--- config.mk ---
export PLATFORM = sky130hd
export DESIGN_NAME = vdppl_ram
export DESIGN_NICKNAME = d
export VERILOG_FILES = /design/src/hdl/vdppl_ram.sv
export SDC_FILE = /design/constraint.sdc
export NUM_CORES = 1
export LEC_CHECK = 0
export BUFFER_PORTS_ARGS = -buffer_cell sky130_fd_sc_hd__buf_2
export CORE_ASPECT_RATIO = 1.25
export CORE_MARGIN = 5
export CORE_UTILIZATION = 50
export DETAILED_ROUTE_END_ITERATION = 6
export HOLD_SLACK_MARGIN = 0.12
export PLACE_DENSITY = 0.64
export SYNTH_ARGS = -nofsm -noshare
export SYNTH_HDL_FRONTEND = slang
export SYNTH_SLANG_ARGS = --single-unit
--- constraint.sdc ---
create_clock -name clk -period 2.5 [get_ports clk]
set_input_delay 0.125 -clock clk [delete_from_list [all_inputs] [get_ports clk]]
set_output_delay 0.125 -clock clk [all_outputs]
set_load 0.01 [all_outputs]
--- src/hdl/vdppl_ram.sv ---
`timescale 1ns / 1ps
// ----------------------------------------------------------------------------
// vdppl_ram
// Generic single-write, single-read RAM with a registered read port.
// ----------------------------------------------------------------------------
module vdppl_ram #(
  parameter int WIDTH = 8,
  parameter int DEPTH = 32
) (
  input  logic                     clk,
  input  logic                     wr_en,
  input  logic [$clog2(DEPTH)-1:0] wr_addr,
  input  logic [WIDTH-1:0]         wr_data,
  input  logic                     rd_en,
  input  logic [$clog2(DEPTH)-1:0] rd_addr,
  output logic [WIDTH-1:0]         rd_data
);

  logic [WIDTH-1:0] mem [DEPTH];

  // write port
  always_ff @(posedge clk) begin
    if (wr_en) begin
      mem[wr_addr] <= wr_data;
    end
  end

  // registered read, held while not enabled
  always_ff @(posedge clk) begin
    if (rd_en) begin
      rd_data <= mem[rd_addr];
    end
  end

endmodule

==> impl_metrics.toml, run 1 <==
[power_and_ir_drop]
p_switching_w = 0.00186
power.share.switching_pct = 20.1
ir_worst_vdd_mv = 0.550
p_comb_share_pct = 5.2
power.internal_w = 0.00741
p_clk_share_pct = 41.3
power_density_nw_per_um2 = 789
seq_power_share_pct = 53.5
p_leak_nw = 3.75

[die]
coreArea_um2 = 20000
dieArea_um2 = 23200
pin_count = 29
start_util_pct = 50.6
die_h_um = 169
row_count = 58
die_width_um = 137

[timing]
setup_viol = 0
layout_min_cycle_time_ns = 1.95
finalCritPeriodShare_pct = 78.1
tightest_slew_ns = 0.884
finalSetupTns_ns = 0
max-slew-margin-rel_pct = 40.9
hold_viol = 0
fmax_mhz = 512
skew_ns = 0.00527
rsz0062_at_grt = "false"
slew_violations = 0

[placed_design]
globalplace.congestion = 0.791
placed_area_um2 = 10900
port_buffers = 28
post-dp-hpwl_mm = 13.9

[cells_and_area]
antenna_cells = 0
postLayoutCoreUtil_pct = 58.7
layout-drive-gt1-share_pct = 38.8
stdcell_area_um2 = 11700
area_growth_pct = 15.9
fill_cells = 1465
nets = 517

[yosys]
syn_area_per_cell_um2 = 24.3
syn_nets = 438
ys_seq_area_share_pct = 78.2
ys_seq_elements = 264
synth_cells = 417
yosysWarnings = 0
yosysUniqueCellTypes = 14
synth_area_um2 = 10100

[detailed_routing]
ant_nets = 0
vias = 4611
wl_mm = 21.4
drtIter0Drc = 431
drc = 0
via_per_inst = 5.87
wire_per_inst_um = 27.3
first_pass_iters = 5

[global_route]
grt_first_pass_wirelength_mm = 32.0
top_usage_layer = "met2"
overflow = 0
grt_max_degree = 41
grt_util_met1_pct = 27.2
grt_pass1_vias = 4785
grtUsageTotal_pct = 19.3
antenna_found_initial = 0
grtUsageMet3_pct = 3.56
gr-usage-met2_pct = 30.9

[worst_setup_path]
startpoint = "mem[22][2]"
start_kind = "flip-flop"
setup.worst_path.class = "flip-flop to flip-flop"
crit_path_end_kind = "flip-flop"
critPathCapture = "rd_data[2]"
cp_num_buf_inv = 0
cp_top_family = "multiplexers"
crit_fanout = 1
timing.rr.start = "mem[22][2]"
required_ns = 2.77
r2r-end = "rd_data[2]"
critPathMaxStageDelay_ns = 0.52
worst_path_max_delay_cell = "mux4_2"
rrSetupSlack_ns = 0.55
cp.depth = 3
crit_chain = "mux4_2 > mux4_2 > mux2_2"
worst_path_most_repeated_cell = "mux4_2"
rr_worst_depth = 3
arrival_ns = 2.22

[clock_tree]
clock-root-buffer = "clkbuf_16"
cts.sinks = 264
post_cts_resized = 0
tritoncts = "done"
clk_latency_ns = 0.52
cts_buffers = 25
h-tree-depth = 1
cts_buffer_depth = 3
clk_pin_slew_worst_paths_ns = 0.07

[worst_hold_path]
hold_class = "input port to flip-flop"

[flow_run]
drv_cap = 0

[outcome]
outcome = "finished, final reports clean"
==> worst min path at each step <==
stage          startpoint         end  cells past startpoint  slack, ns
2_1_floorplan  wr_data[0]   mem[0][0]                      0       0.22
6_report       wr_data[3]  mem[11][3]                      1       0.14
3_3_place_gp        rd_en  rd_data[2]                      1       0.50
5_1_grt        wr_data[3]  mem[22][3]                      1       0.16
3_5_place_dp        rd_en  rd_data[2]                      1       0.50
4_1_cts        wr_data[3]  mem[11][3]                      1       0.14
==> cell usage after synthesis (all sizes together) <==
cell,instances,area [um^2]
or3b,3,26.3
buf,14,83.8
edfxtp,264,7930
nand2,1,3.75
mux4,80,1800
nand3,2,10.0
clkbuf,6,22.5
nor2,33,124
mux2,8,90.1
nand3b,5,37.5
or3,1,6.26
==> placed cells by master, fill, tap and decap left out, drive strengths merged <==
cell type,count
or3b,3
buf,69
bufinv,4
mux2,8
dlygate4sd3,3
nand3,2
clkinvlp,2
mux4,80
nor2,33
or3,1
clkinv,12
inv,1
clkbuf,27
edfxtp,264
nand3b,5
nand2,1
==> registers in the layout (all words and copies together) (netlist names) <==
register / count
rd_data: 8
mem: 256
==> through the flow <==
step                      std cells  total power, W  worst slack, ns  hold slack [ns]
after floorplan                 417         0.00531            0.433            0.224
after global placement          736         0.00553            0.203            0.498
after CTS                       785         0.00933            0.546            0.142
after global routing            785         0.00956            0.515            0.160
final                           785         0.00927            0.548            0.140
after detailed placement        736         0.00554            0.184            0.495
==> power by group through the flow <==
stage	registers, W	clock network [W]	logic [W]
6_report	0.00496	0.00383	0.000481
5_1_grt	0.00496	0.00409	0.000514
4_1_cts	0.00496	0.00388	0.000490
3_5_place_dp	0.00505	0	0.000486
3_3_place_gp	0.00505	0	0.000478
2_1_floorplan	0.00505	0	0.000263
==> kinds of logic after synthesis <==
| family | Yosys count | synth area share, % |
|---|---|---|
| DFF | 264 | 78.2 |
| buffers and inverters | 20 | 1.05 |
| muxes | 88 | 18.7 |
| and+or+nand+nor | 45 | 2.05 |
==> metal layers <==
metal  share of wire, %  vias to the layer above  wire length, um
met5                  0                        -                0
met4                3.2                        0              681
met3                6.9                       46             1480
met2                 50                      172            10700
met1                 40                     2453             8540
li1                   -                     1940                -
==> final cells by class <==
type | instances | area [um^2] | area share, %
clock buffer | 27 | 633 | 5.39
clock inverter | 19 | 206 | 1.76
multi-input combinational | 133 | 2100 | 17.9
sequential | 264 | 7930 | 67.5
tap | 270 | 338 | 2.88
timing repair buffer | 72 | 543 | 4.62
==> what timing repair did <==
| item | CTS | global route |
|---|---|---|
| hold buffers | 3 | 0 |
| endpoints found under the setup margin | 0 | 0 |
| setup buffers | 0 | 0 |
| endpoints found under the hold margin | 20 | 0 |
(Power assumes the default switching activity.)
==> run 2, diff against run 1 <==
- ABC_AREA: default -> 1
- PLACE_DENSITY: 0.64 -> 0.67
- clock period: 2.5 -> 1.7 ns (I/O delays scaled with it)
==> impl_metrics.toml, run 2 <==
[outcome]
outcome = "finished, final reports clean"

[timing]
fmax_mhz = 788
hold_viol = 0
rsz0062_at_grt = "false"
tightest_slew_ns = 0.695
slew_violations = 0
layout_min_cycle_time_ns = 1.27
finalCritPeriodShare_pct = 74.7
max-slew-margin-rel_pct = 53.7
skew_ns = 0.0135
finalSetupTns_ns = 0
setup_viol = 0

[detailed_routing]
vias = 6989
drtIter0Drc = 716
first_pass_iters = 5
wl_met1_mm = 10.2
wire_per_inst_um = 19.6
wl_met2_mm = 12.3
ant_nets = 0
routed.top_layer = "met4"
via_per_inst = 5.50
drc = 0
wl_mm = 24.9
wl_met3_mm = 1.82

[cells_and_area]
final_cell_mix = "nand2_1 (360), edfxtp_1 (264), nand3_1 (204)"
layout-drive-gt1-share_pct = 11.6
reg_top3 = "mem (256), rd_data (8)"
postLayoutCoreUtil_pct = 57.1
area_growth_pct = 12.8
mostFrequentLayoutCell = "nand2_1"
ff_latch_area_um2 = 7930
instances_no_fill = 1271
nets = 996
regMostFlops = "mem"
largest_register_ffs = 256
fill_cells = 1772
multi_input_area_um2 = 2490
stdcell_area_um2 = 12300
antenna_cells = 0

[die]
dieArea_um2 = 24800
start_util_pct = 50.6
coreArea_um2 = 21500
pin_count = 29
die_width_um = 142
row_count = 60
die_h_um = 175

[worst_setup_path]
arrival_ns = 1.54
start_kind = "flip-flop"
required_ns = 1.97
setup.worst_path.class = "flip-flop to flip-flop"
crit_fanout = 1
crit_path_end_kind = "flip-flop"

[yosys]
syn_area_per_cell_um2 = 11.8
yosysUniqueCellTypes = 11
synth_top_cell_area_share_pct = 73.0
ys_seq_area_share_pct = 73.0
syn_nets = 943
synth_most_common_cell = "nand2_1"
synthTopCellsByArea = "edfxtp_1 (73%), nand2_1 (12%), nand3_1 (9.4%)"
ys_seq_elements = 264
synth_area_um2 = 10900
synth_enable_flop_cells = 264
synth_cells = 922
synth_top_cell_by_area = "edfxtp_1"
synth_ff_type = "edfxtp_1"
async_reset_ff_share_pct = 0
ys_top_cells_by_count = "nand2_1 (360), edfxtp_1 (264), nand3_1 (204)"
yosysWarnings = 0

[global_route]
grt_first_pass_wirelength_mm = 38.5
overflow = 0
grtUsageTotal_pct = 20.1
grt_max_degree = 129
grt_pass1_vias = 6629
antenna_found_initial = 0

[clock_tree]
h-tree-depth = 1
tritoncts = "done"
clk_latency_ns = 0.51
cts_buffer_depth = 3
clk_pin_slew_worst_paths_ns = 0.07
clock-root-buffer = "clkbuf_16"
cts_setup_buffers = 0
cts.sinks = 264
cts_buffers = 25

[power_and_ir_drop]
power.total_w = 0.0139
ir_worst_vdd_mv = 0.696
p_clk_share_pct = 41.2
power.share.switching_pct = 21.2
seq_power_share_pct = 52.5
power.internal_w = 0.0109
p_comb_share_pct = 6.3
p_switching_w = 0.00294
p_leak_nw = 4.60
power_density_nw_per_um2 = 1130

[placed_design]
post-dp-hpwl_mm = 14.5
placed_area_um2 = 11400
place_inst = 1225
port_buffers = 28
globalplace.congestion = 0.811

[worst_hold_path]
hold_class = "input port to flip-flop"

[flow_run]
drv_cap = 0
-- run 2: layer usage --
| layer | up-vias | track usage [%] |
|---|---|---|
| li1 | 3308 | - |
| met1 | 3352 | 28.9 |
| met2 | 293 | 32.9 |
| met3 | 36 | 2.57 |
| met4 | 0 | 5.04 |
| met5 | - | 0 |
-- run 2: logic make-up after synthesis --
kind of cell	Yosys count	share of synthesized area, %
and+or+nand+nor	596	22.9
DFF	264	73.0
buffers and inverters	62	4.11
-- run 2: final timing paths --
kind         startpoint    endpoint  slack, ns  cells after the start
min reg2reg  mem[26][5]  rd_data[5]       0.86                      8
max reg2reg  mem[17][3]  rd_data[3]       0.43                      8
min          wr_data[1]  mem[27][1]       0.13                      1
max          mem[17][3]  rd_data[3]       0.43                      8
-- run 2: per-stage QoR --
| stage | hold slack (ns) | setup slack, ns |
|---|---|---|
| 6_report | 0.129 | 0.431 |
| 5_1_grt | 0.141 | 0.304 |
| 4_1_cts | 0.130 | 0.430 |
| 3_5_place_dp | 0.463 | 0.125 |
| 3_3_place_gp | 0.465 | 0.146 |
| 2_1_floorplan | 0.184 | 0.581 |
-- run 2: cell type report --
| class | instances | area share, % |
|---|---|---|
| clock inverter | 17 | 1.68 |
| tap | 279 | 2.85 |
| clock buffer | 27 | 5.16 |
| sequential | 264 | 64.7 |
| inverter | 10 | 0.316 |
| timing repair buffer | 78 | 4.98 |
| multi-input combinational | 596 | 20.3 |
-- run 2: critical path: stages (launching register included) --
cell and delay (ns):
edfxtp_1 0.37, nand2_1 0.07, nand3_1 0.08, nand3_1 0.12
nand2_1 0.08, nand2_1 0.06, nand2_1 0.10, nand2_1 0.08
nand2_1 0.05
-- run 2: power groups by stage --
stage | Sequential [W] | Combinational [W] | Clock, W
final | 0.00729 | 0.000869 | 0.00572
after detailed placement | 0.00743 | 0.000871 | 0
after global routing | 0.00729 | 0.000968 | 0.00611
after CTS | 0.00729 | 0.000879 | 0.00579
after floorplan | 0.00743 | 0.000522 | 0
after global placement | 0.00743 | 0.000859 | 0
-- run 2: what timing repair did --
| item | CTS | global route |
|---|---|---|
| hold buffers | 2 | 0 |
| resized for setup | 0 | 0 |
| endpoints found under the setup margin | 0 | 0 |
| endpoints found under the hold margin | 16 | 0 |
